File: config.mk
export PLATFORM = sky130hd
export DESIGN_NAME = ppts_ctrl
export DESIGN_NICKNAME = d
export VERILOG_FILES = /design/src/hdl/ppts_pkg.sv /design/src/hdl/ppts_ctrl.sv
export SDC_FILE = /design/constraint.sdc
export NUM_CORES = 1
export LEC_CHECK = 0
export ABC_AREA = 1
export BUFFER_PORTS_ARGS = -buffer_cell sky130_fd_sc_hd__buf_2
export CAP_MARGIN = 25
export CELL_PAD_IN_SITES_DETAIL_PLACEMENT = 1
export CELL_PAD_IN_SITES_GLOBAL_PLACEMENT = 2
export CORE_AREA = 5 5 42 44
export DETAILED_ROUTE_END_ITERATION = 12
export DIE_AREA = 0 0 47 49
export GPL_TIMING_DRIVEN = 0
export MAX_ROUTING_LAYER = met4
export PLACE_DENSITY_LB_ADDON = 0.2
export SLEW_MARGIN = 20
export SYNTH_ARGS = -nofsm -noshare
export SYNTH_HDL_FRONTEND = slang
export SYNTH_SLANG_ARGS = --single-unit
File: constraint.sdc
create_clock -name clock -period 1.9 [get_ports clock]
set_clock_uncertainty 0.05 [all_clocks]
set_input_delay 0.285 -clock clock [delete_from_list [all_inputs] [get_ports clock]]
set_output_delay 0.285 -clock clock [all_outputs]
set_load 0.01 [all_outputs]
File: src/hdl/ppts_pkg.sv
// Shared types, codes and helpers of the periodic task scheduler.
// Used by the controller, the datapath, the top level and the checker.
package ppts_pkg;

   localparam int MAX_SLOTS = 16;
   localparam int MAX_RES   = 16;
   localparam int IDX_W     = (MAX_SLOTS > 1) ? $clog2(MAX_SLOTS) : 1;
   localparam int CNT_W     = $clog2(MAX_SLOTS + 1);
   localparam int RES_W     = $clog2(MAX_RES + 1);
   localparam logic [31:0] LONG_RUN_RESET = 32'd3000;

   typedef enum logic [3:0] {
      FN_ADD      = 4'd0,
      FN_REMOVE   = 4'd1,
      FN_ENABLE   = 4'd2,
      FN_DISABLE  = 4'd3,
      FN_SET_IVAL = 4'd4,
      FN_TICK     = 4'd5,
      FN_REPORT   = 4'd6,
      FN_STOP     = 4'd7,
      FN_RESTART  = 4'd8,
      FN_PAUSE    = 4'd9,
      FN_RESUME   = 4'd10,
      FN_CLEAR    = 4'd11,
      FN_QUERY    = 4'd12
   } func_type;

   typedef enum logic [2:0] {
      STS_OK        = 3'd0,
      STS_FULL      = 3'd1,
      STS_DUP       = 3'd2,
      STS_NOT_FOUND = 3'd3,
      STS_PAUSED    = 3'd4,
      STS_NONE_DUE  = 3'd5
   } status_type;

   typedef enum logic [1:0] {
      WARN_NONE  = 2'd0,
      WARN_CLOSE = 2'd1,
      WARN_LONG  = 2'd2
   } warn_type;

   localparam logic [1:0] PRIO_NORMAL = 2'd1;

   typedef struct packed {
      logic [7:0]  key;
      logic [1:0]  prio;
      logic [31:0] ival;
      logic [31:0] last_run;
      logic        en;
      logic [31:0] created;
      logic [31:0] run_cnt;
      logic [31:0] last_exec;
      logic [31:0] max_exec;
      logic [31:0] total_exec;
   } slot_type;

   typedef struct packed {
      status_type  status;
      logic [7:0]  key;
      logic        last;
      logic [1:0]  prio;
      logic        en;
      logic [31:0] run_cnt;
      logic [31:0] last_exec;
      logic [31:0] max_exec;
      logic [31:0] total_exec;
      logic [31:0] uptime;
      warn_type    warn;
   } result_type;

   // Controller to datapath.
   typedef struct packed {
      logic load;
      logic exec;
      logic scan_init;
      logic scan_step;
      logic fin;
   } cmd_type;

   // Datapath to controller.
   typedef struct packed {
      logic is_tick;
      logic running;
      logic scan_done;
      logic scan_due;
      logic pend_valid;
      logic out_free;
   } stat_type;

   localparam int REQ_DATA_W = 112;
   localparam int RSP_DATA_W = 176;

   function automatic result_type slot_result(slot_type row, logic [31:0] now);
      result_type r;
      r.status     = STS_OK;
      r.key        = row.key;
      r.last       = 1'b0;
      r.prio       = row.prio;
      r.en         = row.en;
      r.run_cnt    = row.run_cnt;
      r.last_exec  = row.last_exec;
      r.max_exec   = row.max_exec;
      r.total_exec = row.total_exec;
      r.uptime     = now - row.created;
      r.warn       = WARN_NONE;
      return r;
   endfunction

   function automatic result_type empty_result(status_type st, logic [7:0] key,
                                               logic last);
      result_type r;
      r        = '0;
      r.status = st;
      r.key    = key;
      r.last   = last;
      return r;
   endfunction

endpackage

File: src/hdl/ppts_ctrl.sv
// Sequencing state machine of the scheduler.
// Depends on ppts_pkg for the command and status structs.
module ppts_ctrl (
   input  logic              clock,
   input  logic              reset,
   input  logic              req_tvalid,
   output logic              req_tready,
   input  ppts_pkg::stat_type stat,
   output ppts_pkg::cmd_type  cmd
);

   typedef enum logic [1:0] {ST_IDLE, ST_EXEC, ST_SCAN, ST_FIN} state_type;

   state_type state_ff, state_in;

   always_comb begin
      state_in = state_ff;
      cmd      = '0;
      case (state_ff)
         ST_IDLE: begin
            if (req_tvalid) begin
               cmd.load = 1'b1;
               state_in = ST_EXEC;
            end
         end
         ST_EXEC: begin
            if (stat.is_tick && stat.running) begin
               cmd.scan_init = 1'b1;
               state_in      = ST_SCAN;
            end else if (stat.out_free) begin
               cmd.exec = 1'b1;
               state_in = ST_IDLE;
            end
         end
         ST_SCAN: begin
            // A due slot may only be taken once the previous one can move on.
            if (stat.scan_done) begin
               state_in = ST_FIN;
            end else if (!stat.scan_due || !stat.pend_valid || stat.out_free) begin
               cmd.scan_step = 1'b1;
            end
         end
         ST_FIN: begin
            if (stat.out_free) begin
               cmd.fin  = 1'b1;
               state_in = ST_IDLE;
            end
         end
         default: state_in = ST_IDLE;
      endcase
   end

   assign req_tready = (state_ff == ST_IDLE);

   always_ff @(posedge clock) begin
      if (reset) begin
         state_ff <= ST_IDLE;
      end else begin
         state_ff <= state_in;
      end
   end

endmodule

==> impl_metrics.json, run 1 <==
{
  "status": "finished clean",
  "cp-start-kind": "flop",
  "cts_max_path_buffers": 2,
  "numCtsBuffers": 3,
  "crit_required_ns": 1.56,
  "hold_viol_final": 0,
  "largest_register": "state_ff",
  "drv_cap": 0,
  "power_density_nw_per_um2": 705,
  "top_regs": "state_ff x2",
  "finalInstanceArea_um2": 255,
  "p_switching_w": 0.0000471,
  "cts_tree": "yes",
  "fp.dieW_um": 47,
  "ys_types": 8,
  "cts.clk_slew.worst_paths_ns": 0.03,
  "synthesis.nets": 35,
  "multi_input_area_um2": 83.8,
  "clkLatencyLatePin_ns": 0.22,
  "yosys_warnings": 0,
  "p_clk_frac": 0.512,
  "ir_drop_mv": 0.293,
  "largest_reg_flops": 2,
  "num_rows": 14,
  "drv_slew": 0,
  "p_leak_nw": 0.156,
  "design.portCount": 15,
  "wl_um": 507,
  "port_buffers": 14,
  "drtIter0Drc": 1,
  "filler_cell_count": 191,
  "setup_viol": 0,
  "cp.arrival_ns": 1.05,
  "cts_root_buf": "clkbuf_4",
  "post_cts_buffers": 0,
  "gp_congestion": 0.668,
  "grt_util_all_layers": 0.0534,
  "ant_nets": 0,
  "placement.cell_area_um2": 233,
  "die-height_um": 49,
  "grt_pass1_vias": 223,
  "ctsHoldBuffers": 0,
  "initial_utilization": 0.102,
  "die-area_um2": 2300,
  "swShare": 0.262,
  "max-slew-margin-rel": 0.853,
  "ctsHtreeMaxLevel": 1,
  "netlist_area_um2": 143,
  "power_w": 0.000180,
  "syn_to_final_growth_pct": 78.9,
  "synthCells": 26,
  "cts_sinks": 2,
  "seqPwrFrac": 0.278,
  "grt_max_degree": 8,
  "rsz0062_at_grt": "no",
  "core_region_area_um2": 1400,
  "ys_ff_latch": 2,
  "min_period_over_period": 0.726,
  "worstSetupPathType": "flop to primary output",
  "routed_via_density": 3.59,
  "grt_pass1_wl_um": 848,
  "grt_overflow": 0,
  "final_layout_size_suffix_gt1_frac": 0.419,
  "finalSetupTns_ns": 0,
  "place_hpwl_um": 436,
  "post_cts_resized": 0,
  "end_kind": "primary output",
  "avgRoutedWirePerCell_um": 8.59,
  "fmax_mhz": 725,
  "postSynthAreaPerCell_um2": 5.49,
  "tightestPinTransition_ns": 0.221,
  "regArea_um2": 40.0,
  "finalCriticalPeriod_ns": 1.38,
  "min_path_type": "input port to flop",
  "vias": 212,
  "drt_pre_antenna_iters": 2,
  "worstPathMaxFanout": 5,
  "finalNetCount": 54,
  "yosysSeqAreaShare": 0.281,
  "internal-power_w": 0.000133,
  "diodes": 0,
  "drcViolationCount": 0,
  "antenna_found_initial": 0,
  "combPwrFrac": 0.210
}
-- cells in the mapped netlist --
cell,count,area share
a21oi_1,1,0.035
a21oi_2,1,0.061
dfxtp_1,2,0.28
inv_1,5,0.13
nand2_1,8,0.21
nand3b_1,1,0.053
nor2_1,6,0.16
nor3_1,2,0.070
-- critical path, stage by stage (launching register included) --
cell	delay, ns
dfxtp_1	0.38
inv_1	0.08
nor2_1	0.08
nand2_1	0.10
inv_1	0.06
buf_2	0.12
-- kinds of logic after synthesis --
group                  share of synthesized area
AOI/OAI and AO/OA                         0.0965
DFF                                        0.281
buffers and inverters                      0.132
and+or+nand+nor                            0.491
-- power by group through the flow --
stage / Combinational [W] / Sequential, W / Clock [W]
finish: 0.0000379 / 0.0000500 / 0.0000921
floorplan: 0.0000203 / 0.0000493 / 0
detailed placement: 0.0000391 / 0.0000507 / 0
global route: 0.0000430 / 0.0000505 / 0.000107
global placement: 0.0000383 / 0.0000507 / 0
CTS: 0.0000393 / 0.0000501 / 0.0000985
-- per-stage QoR --
step	std cells	hold slack [ns]	setup WS [ns]	util
5_1_grt	59	0.180	0.385	0.182
4_1_cts	59	0.180	0.494	0.182
3_3_place_gp	56	0.414	0.729	0.166
6_report	59	0.188	0.520	0.182
3_5_place_dp	56	0.416	0.738	0.166
2_1_floorplan	26	0.297	0.816	-
-- layout make-up --
| type | count | area share |
|---|---|---|
| inverter | 5 | 0.0735 |
| clock buffer | 3 | 0.0882 |
| tap | 16 | 0.0784 |
| multi-input combinational | 19 | 0.328 |
| sequential | 2 | 0.157 |
| timing repair buffer | 14 | 0.275 |
-- layout by cell type (no fill, tap or decap) --
cell      netlist  layout
buf_2           0      14
nor2_1          6       6
inv_1           5       5
a21oi_2         1       1
a21oi_1         1       1
clkbuf_4        0       3
nor3_1          2       2
nand2_1         8       8
nand3b_1        1       1
dfxtp_1         2       2
-- metal layers --
metal | routed length [um] | GRT usage | vias to the layer above | share of wire
met5 | 0 | - | - | 0
met4 | 0 | 0.0276 | 0 | 0
met3 | 51 | 0.0369 | 0 | 0.10
met2 | 243 | 0.0701 | 8 | 0.48
met1 | 212 | 0.0591 | 92 | 0.42
li1 | - | - | 112 | -
-- worst paths after layout --
path | startpoint | to | slack [ns] | depth (start not counted)
worst min register to register | state_ff[1] | state_ff[1] | 0.52 | 2
worst min-delay path | reset | state_ff[1] | 0.19 | 2
worst max register to register | state_ff[0] | state_ff[0] | 0.99 | 5
worst max-delay path | state_ff[0] | cmd[2] | 0.52 | 5
Power figures use the tool's default switching activity.
==> run 2: changes to the inputs <==
ABC_AREA = 0   (was 1)
clock period = 1.35 ns   (was 1.9 ns; I/O delays follow)
==> impl_metrics.json, run 2 <==
{
  "async_flop_share": 0,
  "die-area_um2": 2300,
  "cts.clk_slew.worst_paths_ns": 0.03,
  "ir_drop_mv": 0.325,
  "gp_congestion": 0.717,
  "port_buffers": 14,
  "yosys_warnings": 0,
  "finalNetCount": 45,
  "fp.dieW_um": 47,
  "synthFlopType": "dfxtp_1",
  "grt_pass1_vias": 197,
  "crit_required_ns": 1.10,
  "ys_ff_latch": 2,
  "initial_utilization": 0.109,
  "drt_pre_antenna_iters": 4,
  "final_layout_size_suffix_gt1_frac": 0.676,
  "yosysSeqAreaShare": 0.262,
  "synth_top_cells_by_count": "dfxtp_1 (2), nand2_1 (2), nor2_1 (2)",
  "final_common_cell": "buf_2",
  "drv_cap": 0,
  "drv_slew": 0,
  "end_kind": "primary output",
  "largest_reg_flops": 2,
  "synth-edff-count": 0,
  "ant_nets": 0,
  "ys_types": 14,
  "power_density_nw_per_um2": 940,
  "fin_util": 0.193,
  "drtIter0Drc": 2,
  "stdcell_count": 50,
  "hold_viol_final": 0,
  "rrSetupSlack_ns": 0.41,
  "fmax_mhz": 772,
  "cts_sinks": 2,
  "cts_max_path_buffers": 2,
  "design.portCount": 15,
  "cp.arrival_ns": 1.04,
  "setup_viol": 0,
  "synthesis.nets": 26,
  "synthTopCellsByArea": "dfxtp_1 (26%), and4b_4 (9.0%), a211oi_2 (8.2%)",
  "largest_register": "state_ff",
  "finalSetupTns_ns": 0,
  "power_w": 0.000254,
  "grt_util_all_layers": 0.0504,
  "cts_tree": "yes",
  "yosys.area.top_type": "dfxtp_1",
  "num_rows": 14,
  "rr_worst_depth": 2,
  "filler_cell_count": 174,
  "holdWs_ns": 0.187,
  "netlist_area_um2": 153,
  "finalCriticalPeriod_ns": 1.30,
  "top_regs": "state_ff x2",
  "synthCells": 17,
  "synth_top_area_share": 0.262,
  "routed_via_density": 3.96,
  "avgRoutedWirePerCell_um": 11.1,
  "worstSetupPathType": "flop to primary output",
  "rsz0062_at_grt": "no",
  "numCtsBuffers": 3,
  "layout_common_cells": "buf_2 (14), clkbuf_4 (3), nor2_1 (2), nand2_1 (2)",
  "place_inst": 47,
  "ctsHtreeMaxLevel": 1,
  "wl_um": 553,
  "cts_root_buf": "clkbuf_4",
  "min_period_over_period": 0.960,
  "clkLatencyLatePin_ns": 0.22,
  "regArea_um2": 45.0,
  "min_path_type": "input port to flop",
  "die-height_um": 49,
  "p_leak_nw": 0.150,
  "status": "finished clean",
  "syn_to_final_growth_pct": 77.0,
  "vias": 198,
  "multi_input_area_um2": 109,
  "tightestPinTransition_ns": 0.186,
  "core_region_area_um2": 1400,
  "max-slew-margin-rel": 0.873,
  "worstPathMaxFanout": 7,
  "antenna_found_initial": 0,
  "grt_overflow": 0,
  "postSynthAreaPerCell_um2": 8.98,
  "diodes": 0,
  "cp-start-kind": "flop",
  "worstHoldPathCells": 3,
  "grt_max_degree": 9,
  "grt_pass1_wl_um": 779,
  "drcViolationCount": 0
}
run 2: worst paths after layout:
path                  to        start
max               cmd[2]  state_ff[1]
min          state_ff[0]        reset
max reg2reg  state_ff[1]  state_ff[1]
min reg2reg  state_ff[0]  state_ff[0]
run 2: cell type report:
type / count / area share
multi-input combinational: 14 / 0.403
timing repair buffer: 14 / 0.259
sequential: 2 / 0.167
clock buffer: 3 / 0.0833
tap: 16 / 0.0741
inverter: 1 / 0.0139
run 2: routing by layer:
metal,global-route usage,up-vias,share of wire
met5,-,-,0
met4,0.0553,0,0
met3,0.0148,0,0.14
met2,0.0633,12,0.41
met1,0.0568,88,0.44
li1,-,98,-
run 2: repair_timing:
item                       CTS  global route
setup endpoints to repair    2             1
setup buffers                0             0
gates resized for setup      2             1
hold buffers                 0             0
run 2: critical path, stage by stage, from the launching register on:
cell	delay, ns
dfxtp_2	0.34
and4b_4	0.34
buf_2	0.13
run 2: cell families (layout without fill, tap and decap cells):
group,Yosys count,count (layout),synth area share
and+or+nand+nor,7,7,0.279
AOI/OAI and AO/OA,6,6,0.369
DFF,2,2,0.262
muxes,1,1,0.0656
buffers and inverters,1,18,0.0246
run 2: report_power, final:
part | total, W | switching, W | internal [W]
registers | 0.0000726 | 0.00000811 | 0.0000645
clock network | 0.000128 | 0.0000305 | 0.0000978
logic | 0.0000532 | 0.0000245 | 0.0000287
total | 0.000254 | 0.0000631 | 0.000191
run 2: per-stage QoR:
step | setup WS, ns | cell area (um2)
after global placement | 0.216 | 243
after global routing | 0.00960 | 270
after detailed placement | 0.178 | 243
after CTS | 0.0355 | 268
after floorplan | 0.289 | 153
final | 0.0544 | 270
==> run 3: changes to the inputs <==
PLACE_DENSITY = 0.57   (was not set)
PLACE_DENSITY_LB_ADDON = not set   (was 0.2)
clock period = 1.3 ns   (was 1.35 ns; I/O delays follow)
==> impl_metrics.json, run 3 (synthesis gave the netlist of run 2 again) <==
{
  "cp.arrival_ns": 1.02,
  "drtIter0Drc": 0,
  "cts_max_path_buffers": 2,
  "die-height_um": 49,
  "cpMaxStageDelayCell": "dfxtp_4",
  "drt_pre_antenna_iters": 1,
  "vias": 210,
  "cts.clk_slew.worst_paths_ns": 0.03,
  "cts_root_buf": "clkbuf_4",
  "syn_to_final_growth_pct": 91.0,
  "rrSetupSlack_ns": 0.24,
  "antenna_found_initial": 0,
  "use_met1": 0.0744,
  "grt_pass1_vias": 242,
  "grt_pass1_wl_um": 1060,
  "layout_common_cells": "buf_2 (13), clkbuf_4 (3)",
  "drcViolationCount": 0,
  "critical_path.top_delay_family": "flip-flops",
  "num_rows": 14,
  "ir_drop_mv": 0.435,
  "finalSetupTns_ns": 0,
  "p_leak_nw": 0.158,
  "diodes": 0,
  "max-slew-margin-rel": 0.856,
  "worstPathMaxFanout": 7,
  "cp-start-kind": "flop",
  "largest_reg_flops": 2,
  "slowest_delay_ns": 0.36,
  "post-place-ws_ns": 0.163,
  "drv_slew": 0,
  "largest_register": "state_ff",
  "wl_um": 683,
  "power_density_nw_per_um2": 939,
  "ctsHtreeMaxLevel": 1,
  "place_hpwl_um": 522,
  "final_layout_size_suffix_gt1_frac": 0.714,
  "cts_sinks": 2,
  "port_buffers": 14,
  "worstSetupPathType": "flop to primary output",
  "internal-power_w": 0.000200,
  "grt_util_all_layers": 0.0721,
  "initial_utilization": 0.109,
  "drv_cap": 0,
  "design.portCount": 15,
  "seqPwrFrac": 0.272,
  "avgRoutedWirePerCell_um": 13.4,
  "stdcell_count": 51,
  "numCtsBuffers": 3,
  "crit_chain": "and4b_4 -> buf_6",
  "finalNetCount": 46,
  "cts_tree": "yes",
  "crit_required_ns": 1.05,
  "finalCriticalPeriod_ns": 1.27,
  "grt.met3_usage": 0.0590,
  "die-area_um2": 2300,
  "routed_via_density": 4.12,
  "combPwrFrac": 0.226,
  "rsz0062_at_grt": "no",
  "end_kind": "primary output",
  "p_switching_w": 0.0000733,
  "gp_congestion": 0.781,
  "min_period_over_period": 0.974,
  "clkLatencyLatePin_ns": 0.22,
  "status": "finished clean",
  "top_regs": "state_ff x2",
  "place_inst": 47,
  "grt_max_degree": 9,
  "grt_overflow": 0,
  "crit_buf_inv": 1,
  "p_clk_frac": 0.501,
  "hold_viol_final": 0,
  "fmax_mhz": 790,
  "grt_util_met2": 0.0928,
  "setup_viol": 0,
  "tightestPinTransition_ns": 0.210,
  "swShare": 0.268,
  "min_path_type": "input port to flop",
  "core_region_area_um2": 1400,
  "ant_nets": 0,
  "final_common_cell": "buf_2",
  "fp.dieW_um": 47,
  "busiest_layer": "met2",
  "fin_ws_ns": 0.0341
}
## run 3: cell count changes in the layout (fill, tap and decap cells not counted), sizes merged
cell,before,now
buf,14,15
## run 3: path summary, 6_finish.rpt
| kind | from | depth (start not counted) | endpoint |
|---|---|---|---|
| setup / recovery | state_ff[1] | 2 | cmd[2] |
| hold / removal | reset | 3 | state_ff[0] |
| setup reg to reg | state_ff[1] | 3 | state_ff[1] |
| hold reg to reg | state_ff[0] | 2 | state_ff[0] |
## run 3: metal layers
layer / up-vias / routed length [um]
li1: 102 / -
met1: 91 / 277
met2: 17 / 319
met3: 0 / 86
met4: 0 / 0
met5: - / 0
## run 3: final cells by class
| cell class | instances | area (um2) |
|---|---|---|
| inverters | 1 | 3.75 |
| multi-input cells | 14 | 114 |
| repair buffers | 15 | 83.8 |
| well taps | 16 | 20.0 |
| fillers | 181 | 1110 |
| flip-flops and latches | 2 | 47.5 |
| clock buffers | 3 | 22.5 |
## run 3: timing repair
item,CTS,global route
gates resized for setup,3,3
setup endpoints to repair,3,2
pin swaps,0,1
buffers inserted,1,0
hold buffers,0,0
## run 3: tightest hold or removal path: stages
cell	delay (ns)
buf_2	0.09
a21o_2	0.09
a211oi_2	0.04
## run 3: through the flow
stage | total power (W) | util | instance area (um2) | hold slack, ns
2_1_floorplan | 0.000102 | - | 153 | 0.301
3_3_place_gp | 0.000128 | 0.173 | 243 | 0.399
3_5_place_dp | 0.000134 | 0.173 | 243 | 0.409
4_1_cts | 0.000282 | 0.198 | 278 | 0.156
5_1_grt | 0.000302 | 0.208 | 292 | 0.181
6_report | 0.000274 | 0.208 | 292 | 0.179
## run 3: power by group through the flow
stage / logic [W] / registers, W / clock network (W)
after floorplan: 0.0000286 / 0.0000730 / 0
after global placement: 0.0000541 / 0.0000744 / 0
after detailed placement: 0.0000579 / 0.0000757 / 0
after CTS: 0.0000599 / 0.0000755 / 0.000147
after global routing: 0.0000686 / 0.0000761 / 0.000157
final: 0.0000620 / 0.0000745 / 0.000137
